## config.mk

```make
export PLATFORM = sky130hd
export DESIGN_NAME = mi4_front
export DESIGN_NICKNAME = d
export VERILOG_FILES = /design/src/rtl/mi4_pkg.sv /design/src/rtl/mi4_front.sv
export SDC_FILE = /design/constraint.sdc
export NUM_CORES = 1
export LEC_CHECK = 0
export ABC_AREA = 1
export BUFFER_PORTS_ARGS = -buffer_cell sky130_fd_sc_hd__buf_2
export CORE_UTILIZATION = 34
export DETAILED_ROUTE_END_ITERATION = 16
export GPL_TIMING_DRIVEN = 0
export PLACE_DENSITY_LB_ADDON = 0.1
export SLEW_MARGIN = 20
export SYNTH_ARGS = -nofsm -noshare
export SYNTH_HDL_FRONTEND = slang
export SYNTH_SLANG_ARGS = --single-unit
```

## constraint.sdc

```tcl
create_clock -name clk -period 5 [get_ports clk]
set_input_delay 0.5 -clock clk [delete_from_list [all_inputs] [get_ports clk]]
set_output_delay 0.5 -clock clk [all_outputs]
set_load 0.01 [all_outputs]
```

## src/rtl/mi4_pkg.sv

```systemverilog
`timescale 1ns / 1ps
// mi4_pkg: shared widths, word types and cofactor helper functions for the
// 4x4 matrix inverse unit. No dependencies.
package mi4_pkg;

  localparam int FRAC_BITS_DEF = 16;
  localparam int IDX_W         = 4;
  localparam int VAL_W         = 32;
  localparam int DET_W         = 64;
  localparam int LIMB_W        = 32;
  localparam int COF_W         = 98;   // signed cofactor, sum of six triple products
  localparam int ACC_W         = 130;  // signed determinant, four cofactor products
  localparam int X_W           = 128;  // multiplicand, four limbs
  localparam int QUEUE_DEPTH   = 4;
  localparam int IN_DATA_W     = 40;
  localparam int OUT_DATA_W    = 104;
  localparam int OUT_USER_W    = 2;

  localparam logic [1:0] MODE_INV = 2'd0;
  localparam logic [1:0] MODE_ADJ = 2'd1;
  localparam logic [1:0] MODE_DET = 2'd2;

  typedef struct packed {
    logic [IDX_W-1:0] idx;
    logic [VAL_W-1:0] value;
    logic             go;
  } mi4_item_t;

  // column picked by permutation p for minor row i
  function automatic logic [1:0] perm_col(input logic [2:0] p, input logic [1:0] i);
    logic [5:0] cols;
    case (p)
      3'd0: cols = {2'd2, 2'd1, 2'd0};
      3'd1: cols = {2'd1, 2'd2, 2'd0};
      3'd2: cols = {2'd2, 2'd0, 2'd1};
      3'd3: cols = {2'd0, 2'd2, 2'd1};
      3'd4: cols = {2'd1, 2'd0, 2'd2};
      3'd5: cols = {2'd0, 2'd1, 2'd2};
      default: cols = {2'd2, 2'd1, 2'd0};
    endcase
    case (i)
      2'd0: perm_col = cols[1:0];
      2'd1: perm_col = cols[3:2];
      default: perm_col = cols[5:4];
    endcase
  endfunction

  function automatic logic perm_odd(input logic [2:0] p);
    perm_odd = (p == 3'd1) || (p == 3'd2) || (p == 3'd5);
  endfunction

  // minor index i mapped past the removed row or column
  function automatic logic [1:0] skip(input logic [1:0] i, input logic [1:0] excl);
    skip = (i < excl) ? i : i + 2'd1;
  endfunction

endpackage

```

## src/rtl/mi4_front.sv

```systemverilog
`timescale 1ns / 1ps
// mi4_front: input queue that decouples word acceptance from the compute back end.
// Depends on mi4_pkg.
module mi4_front
  import mi4_pkg::*;
(
  input  logic      clk,
  input  logic      rst_n,
  input  logic      in_valid,
  output logic      in_ready,
  input  mi4_item_t in_item,
  input  logic      q_pop,
  output logic      q_valid,
  output mi4_item_t q_item
);

  localparam int PTR_W = $clog2(QUEUE_DEPTH);
  localparam int CNT_W = $clog2(QUEUE_DEPTH + 1);

  mi4_item_t         mem_r [QUEUE_DEPTH];
  logic [PTR_W-1:0]  wr_ptr_r, rd_ptr_r;
  logic [CNT_W-1:0]  cnt_r;
  logic              push, pop;

  assign in_ready = (cnt_r != CNT_W'(QUEUE_DEPTH));
  assign q_valid  = (cnt_r != '0);
  assign q_item   = mem_r[rd_ptr_r];
  assign push     = in_valid && in_ready;
  assign pop      = q_pop && q_valid;

  always_ff @(posedge clk) begin
    if (!rst_n) begin
      wr_ptr_r <= '0;
      rd_ptr_r <= '0;
      cnt_r    <= '0;
    end else begin
      if (push) begin
        wr_ptr_r <= wr_ptr_r + PTR_W'(1);
      end
      if (pop) begin
        rd_ptr_r <= rd_ptr_r + PTR_W'(1);
      end
      if (push && !pop) begin
        cnt_r <= cnt_r + CNT_W'(1);
      end else if (pop && !push) begin
        cnt_r <= cnt_r - CNT_W'(1);
      end
    end
  end

  always_ff @(posedge clk) begin
    if (push) begin
      mem_r[wr_ptr_r] <= in_item;
    end
  end

endmodule

```

## Word level (Yosys, flattened, before mapping)

Memories as Yosys holds them, arrays and structs flattened. A register that Yosys moved wholly into a read port is not among the register bits.
Cells that the tools add are included.

- Latch bits: 0
- Bits in writable memories: 148
- Register bits: 7
- Output and inout bits: 39
- Logic and storage cells: 23
- Bits of input ports: 41
- Memory bits (read-only): 0
- Memories kept: 1

- $lt $le $gt $ge: 0
- Muxes and demuxes: 6
- Reduce and logical (&&, ||, !) cells: 8
- Add/sub/neg operators: 4
- Shift-type cells: 0
- Divide/modulo/power cells: 0
- Equality and inequality tests: 1
- Multipliers: 0
- Bitwise gates (word level): 0

Memories:

| name | words | width | rd ports | clocked after memory_dff | wr ports | line | RTL |
|---|---|---|---|---|---|---|---|
| mem_r | 4 | 37 | 1 | 1 | 1 | mi4_front.sv:20 | `mi4_item_t mem_r [QUEUE_DEPTH];` |

Operators by type and width:

| cell | number |
|---|---|
| 2-to-1 mux 3 bit | 2 |
| adder 2 x 1 -> 2 bit, second input constant | 2 |
| logical AND 1 bit | 4 |
| 2-to-1 mux 2 bit | 2 |
| adder 3 x 1 -> 3 bit, second input constant | 1 |
| inequality test 3 bit, second input constant | 1 |
| nonzero test 3 bit | 1 |
| subtractor 3 x 1 -> 3 bit, second input constant | 1 |
| logical NOT 1 bit | 2 |
| 2-to-1 mux 1 bit | 2 |
| nonzero test 2 bit | 1 |

## Depth between registers and ports, before layout

- Depth in word-level cells: 6
- Mapped depth: 13
- Depth with buffers taken out: 13

## Worst setup path before layout

OpenSTA, ideal clock, no wires.

- Kind: register -> register
- From: reg cnt_r[0]
- To: mem mem_r[0][0] in the netlist's numbering (enable)
- Stages on the path, launching flop included: 5
- Data arrival time: 2.292 ns
- Setup time: 0.431 ns
- Path slack: 2.277 ns
- Clock period less this slack: 2.723 ns
- Data required time: 4.569 ns
- Buffers on the path: 0
- Cells stage by stage: dfxtp_1 -> nor2_1 -> nand2_1 -> nand2_1 -> nor2_1

- Cells in the longest elaborated chain, start to end: 4

Ends and longest elaborated chain:

| item | line | RTL |
|---|---|---|
| from (decl) | mi4_front.sv:22 | `logic [CNT_W-1:0] cnt_r;` |
| from (signal assigned) | mi4_front.sv:44 | `cnt_r <= cnt_r + CNT_W'(1);` |
| from (signal assigned) | mi4_front.sv:46 | `cnt_r <= cnt_r - CNT_W'(1);` |
| inequality test 3 bit | mi4_front.sv:25 | `assign in_ready = (cnt_r != CNT_W'(QUEUE_DEPTH));` |
| net in_ready | mi4_front.sv:10 | `output logic in_ready,` |
| logical AND 1 bit | mi4_front.sv:28 | `assign push = in_valid && in_ready;` |
| 2-to-1 mux 1 bit | mi4_front.sv:52 | `if (push) begin` |
| 2-to-1 mux 1 bit (not written as such) | mi4_front.sv:53 | `mem_r[wr_ptr_r] <= in_item;` |
| to (decl) | mi4_front.sv:20 |  |

The timed path passes the listed nets, and every way through them passes these cells.

==> report_table.html <==
<table>
<tr><th>Metric</th><th>Value</th></tr>
<tr><th colspan="2">Critical path</th></tr>
<tr><td>Crit path max-delay family</td><td>buffers and inverters</td></tr>
<tr><td>Biggest fanout along the worst timing path</td><td>10</td></tr>
<tr><td>CP Class</td><td>reg2out</td></tr>
<tr><td>Worst Path Arrival</td><td>2000 ps</td></tr>
<tr><td>Slowest cell on the critical path</td><td>sky130_fd_sc_hd__clkbuf_1</td></tr>
<tr><td>CP Launch Type</td><td>register</td></tr>
<tr><td>Longest individual stage delay on the worst path</td><td>460 ps</td></tr>
<tr><td>Worst EP required</td><td>4500 ps</td></tr>
<tr><td>Number of buffers and inverters on the critical path</td><td>3</td></tr>
<tr><td>Worst Setup End Kind</td><td>output port</td></tr>
<tr><td>CP Cell Sequence</td><td>inv_1, clkbuf_1, o21ai_1, o22ai_1, buf_2</td></tr>
<tr><th colspan="2">Global route</th></tr>
<tr><td>Pin count of the biggest net entering global routing</td><td>23</td></tr>
<tr><td>Via count of the first global-routing pass</td><td>3758</td></tr>
<tr><td>Total congestion overflow after global routing</td><td>0</td></tr>
<tr><td>Overall global routing resource usage</td><td>0.159</td></tr>
<tr><td>Number of antenna violations at the first check in global routing</td><td>2</td></tr>
<tr><td>First-pass GRT wire length</td><td>20800 um</td></tr>
<tr><th colspan="2">Logic synthesis</th></tr>
<tr><td>Post-synth top area share</td><td>0.745</td></tr>
<tr><td>Number of distinct library cells after synthesis</td><td>20</td></tr>
<tr><td>Leading cell types by total area after synthesis</td><td>sky130_fd_sc_hd__edfxtp_1 (74%), sky130_fd_sc_hd__nor2_1 (5.5%), sky130_fd_sc_hd__o21ai_0 (3.9%), sky130_fd_sc_hd__o22ai_1 (3.9%), sky130_fd_sc_hd__dfxtp_1 (3.0%)</td></tr>
<tr><td>Mapped cell area</td><td>5970 um^2</td></tr>
<tr><td>Number of synthesis warnings</td><td>0</td></tr>
<tr><td>Gate Count Post-Synth</td><td>426</td></tr>
<tr><td>Register area share after synthesis</td><td>0.775</td></tr>
<tr><td>Post-synthesis net count</td><td>473</td></tr>
<tr><td>Synth Area per Inst</td><td>14.0 um^2</td></tr>
<tr><td>Post-synth top area cell</td><td>sky130_fd_sc_hd__edfxtp_1</td></tr>
<tr><td>Synthesis-stage register bit count</td><td>157</td></tr>
<tr><th colspan="2">Floorplan</th></tr>
<tr><td>Die height</td><td>134 um</td></tr>
<tr><td>Area of the die</td><td>18100 um^2</td></tr>
<tr><td>Number of primary I/O pins</td><td>80</td></tr>
<tr><td>Die outline width</td><td>134 um</td></tr>
<tr><td>Number of placement rows</td><td>48</td></tr>
<tr><td>Initial core utilization</td><td>0.346</td></tr>
<tr><td>Core Box Area</td><td>17200 um^2</td></tr>
<tr><th colspan="2">Power</th></tr>
<tr><td>Static leakage</td><td>2.67 nW</td></tr>
<tr><td>Total power of the final layout</td><td>4.01 mW</td></tr>
<tr><td>Cell Pwr Density</td><td>537 nW/um^2</td></tr>
<tr><td>Worst IR Drop VDD</td><td>0.300 mV</td></tr>
<tr><th colspan="2">Drt</th></tr>
<tr><td>Via count</td><td>3662</td></tr>
<tr><td>Routed wirelength normalized by instance count</td><td>17.6 um</td></tr>
<tr><td>Highest metal layer with signal wires</td><td>met5</td></tr>
<tr><td>Total met2 wirelength after detailed routing</td><td>6560 um</td></tr>
<tr><td>Residual DRC</td><td>0</td></tr>
<tr><td>Post-Route M1 WL</td><td>6170 um</td></tr>
<tr><td>Final antenna-violating net count</td><td>0</td></tr>
<tr><td>Count of routing violations after the opening detailed-route iteration</td><td>197</td></tr>
<tr><td>Routed wire length</td><td>13500 um</td></tr>
<tr><td>Routed vias/inst</td><td>4.77</td></tr>
<tr><td>Routed met3 length</td><td>592 um</td></tr>
<tr><td>First-pass iteration count of the detailed router</td><td>4</td></tr>
<tr><th colspan="2">Timing</th></tr>
<tr><td>TNS Setup</td><td>0 ps</td></tr>
<tr><td>Setup repair after global routing missed its margin</td><td>no</td></tr>
<tr><td>Min Tclk post-route</td><td>2500 ps</td></tr>
<tr><td>Maximum clock rate</td><td>400 MHz</td></tr>
<tr><td>Max transition margin</td><td>0.539</td></tr>
<tr><td>Count of final max-slew check failures</td><td>0</td></tr>
<tr><td>Transition time at the pin with the least slew margin</td><td>690 ps</td></tr>
<tr><td>Part of the cycle the worst path needs</td><td>0.500</td></tr>
<tr><td>Setup Skew</td><td>8.79 ps</td></tr>
<tr><td>Endpoints failing setup</td><td>0</td></tr>
<tr><td>Final hold violation count</td><td>0</td></tr>
<tr><th colspan="2">Clock network</th></tr>
<tr><td>Number of clock sinks seen by CTS</td><td>157</td></tr>
<tr><td>Total CTS buffers</td><td>17</td></tr>
<tr><td>Clock latency on the worst-skew pair</td><td>410 ps</td></tr>
<tr><td>Post-CTS setup buffers</td><td>0</td></tr>
<tr><td>Cts repair resizes</td><td>0</td></tr>
<tr><td>Register clock-pin slew on the reported worst setup and hold paths</td><td>60 ps</td></tr>
<tr><td>Clock tree from TritonCTS</td><td>built</td></tr>
<tr><td>Count of hold buffers inserted by post-cts repair</td><td>0</td></tr>
<tr><td>Count of H-tree levels built during CTS</td><td>4</td></tr>
<tr><td>Clock root buffer master</td><td>sky130_fd_sc_hd__clkbuf_16</td></tr>
<tr><td>Maximum number of buffers from clock root to sink</td><td>2</td></tr>
<tr><th colspan="2">Min path</th></tr>
<tr><td>Tightest Hold Check Type</td><td>in2reg</td></tr>
<tr><th colspan="2">Placement</th></tr>
<tr><td>Routability congestion estimate from global placement</td><td>0.668</td></tr>
<tr><td>Placement Cell Area</td><td>6820 um^2</td></tr>
<tr><td>Port Buffer Count</td><td>79</td></tr>
<tr><td>HPWL reported at the end of detailed placement</td><td>8440 um</td></tr>
<tr><th colspan="2">Layout</th></tr>
<tr><td>Leading cell types in the layout, fill and taps excluded</td><td>sky130_fd_sc_hd__edfxtp_1 (148), sky130_fd_sc_hd__nor2_1 (84), sky130_fd_sc_hd__buf_2 (83)</td></tr>
<tr><td>Most common cell after layout, fill and taps aside</td><td>sky130_fd_sc_hd__edfxtp_1</td></tr>
<tr><td>Filler Cell Count</td><td>1627</td></tr>
<tr><td>Total Nets Final</td><td>577</td></tr>
<tr><td>Post-route cell area</td><td>7460 um^2</td></tr>
<tr><td>Area growth syn-to-layout</td><td>25.0%</td></tr>
<tr><td>Fraction of final layout cells with drive strength greater than 1</td><td>0.249</td></tr>
<tr><td>Number of diodes</td><td>0</td></tr>
<tr><th colspan="2">Run status</th></tr>
<tr><td>Result of the run</td><td>finished clean</td></tr>
<tr><th colspan="2">Flow run</th></tr>
<tr><td>Max-cap violations</td><td>0</td></tr>
</table>
-- power breakdown --
group          internal (mW)  leakage, nW  switching, mW
logic                  0.359        0.934          0.624
clock network          0.884        0.307          0.501
registers               1.60         1.43         0.0421
total                   2.84         2.67           1.17
-- path summary, 6_finish.rpt --
check	slack (ps)	cells after the start	to	start
setup / recovery	2500	5	q_item[2]	register
hold / removal	300	1	mem_r[0][21]$_DFFE_PP_	in_item[21]
setup reg to reg	2850	9	cnt_r[1]$_SDFFE_PN0P_	cnt_r[1]$_SDFFE_PN0P_
hold reg to reg	510	2	rd_ptr_r[0]$_SDFFE_PN0P_	rd_ptr_r[0]$_SDFFE_PN0P_
-- routing by layer --
layer,vias up,GRT usage
met3,15,0.0405
li1,1778,-
met1,1786,0.200
met4,2,0.0643
met2,81,0.263
met5,-,0
-- sequential cells by signal (all words and copies together) (netlist names), named ones only --
signal and flops:
wr_ptr_r 2, cnt_r 3, mem_r 148, rd_ptr_r 2
-- stage by stage --
step | std cells | worst slack [ps] | hold WS [ps] | util
after floorplan | 426 | 2280 | 465 | -
after CTS | 768 | 2450 | 280 | 0.433
after global placement | 730 | 736 | 491 | 0.386
final | 768 | 2500 | 297 | 0.433
after global routing | 768 | 2360 | 278 | 0.433
after detailed placement | 736 | 2830 | 507 | 0.396
-- cell usage after synthesis --
cell type and count:
sky130_fd_sc_hd__a21oi_1 3, sky130_fd_sc_hd__buf_2 4, sky130_fd_sc_hd__buf_4 1, sky130_fd_sc_hd__buf_6 8, sky130_fd_sc_hd__clkbuf_1 9, sky130_fd_sc_hd__clkbuf_2 1, sky130_fd_sc_hd__dfxtp_1 9, sky130_fd_sc_hd__edfxtp_1 148
sky130_fd_sc_hd__fa_1 1, sky130_fd_sc_hd__ha_1 5, sky130_fd_sc_hd__inv_1 15, sky130_fd_sc_hd__inv_2 1, sky130_fd_sc_hd__nand2_1 15, sky130_fd_sc_hd__nand3_1 4, sky130_fd_sc_hd__nand3b_1 1, sky130_fd_sc_hd__nor2_1 88
sky130_fd_sc_hd__o21ai_0 47, sky130_fd_sc_hd__o21ai_1 28, sky130_fd_sc_hd__o22ai_1 37, sky130_fd_sc_hd__xor2_1 1
-- area by class of cell --
class / count / area [um^2] / share of cell area
sequential: 157 / 4620 / 0.620
multi-input combinational: 230 / 1160 / 0.155
timing repair buffer: 85 / 538 / 0.0721
clock buffer: 17 / 425 / 0.0570
tap: 225 / 282 / 0.0377
clock inverter: 15 / 218 / 0.0292
buffer: 23 / 156 / 0.0210
inverter: 16 / 60.1 / 0.00805
-- logic make-up (layout without fill, tap and decap cells) --
family          Yosys count  in the layout  synth area share
compound gates          115            115             0.104
xor+xnor                  1              1           0.00147
fa+ha+maj                 6              6            0.0138
buf+inv                  39            156            0.0363
flops                   157            157             0.775
simple gates            108            108            0.0694
No activity file was read; power rests on OpenSTA's default activity.
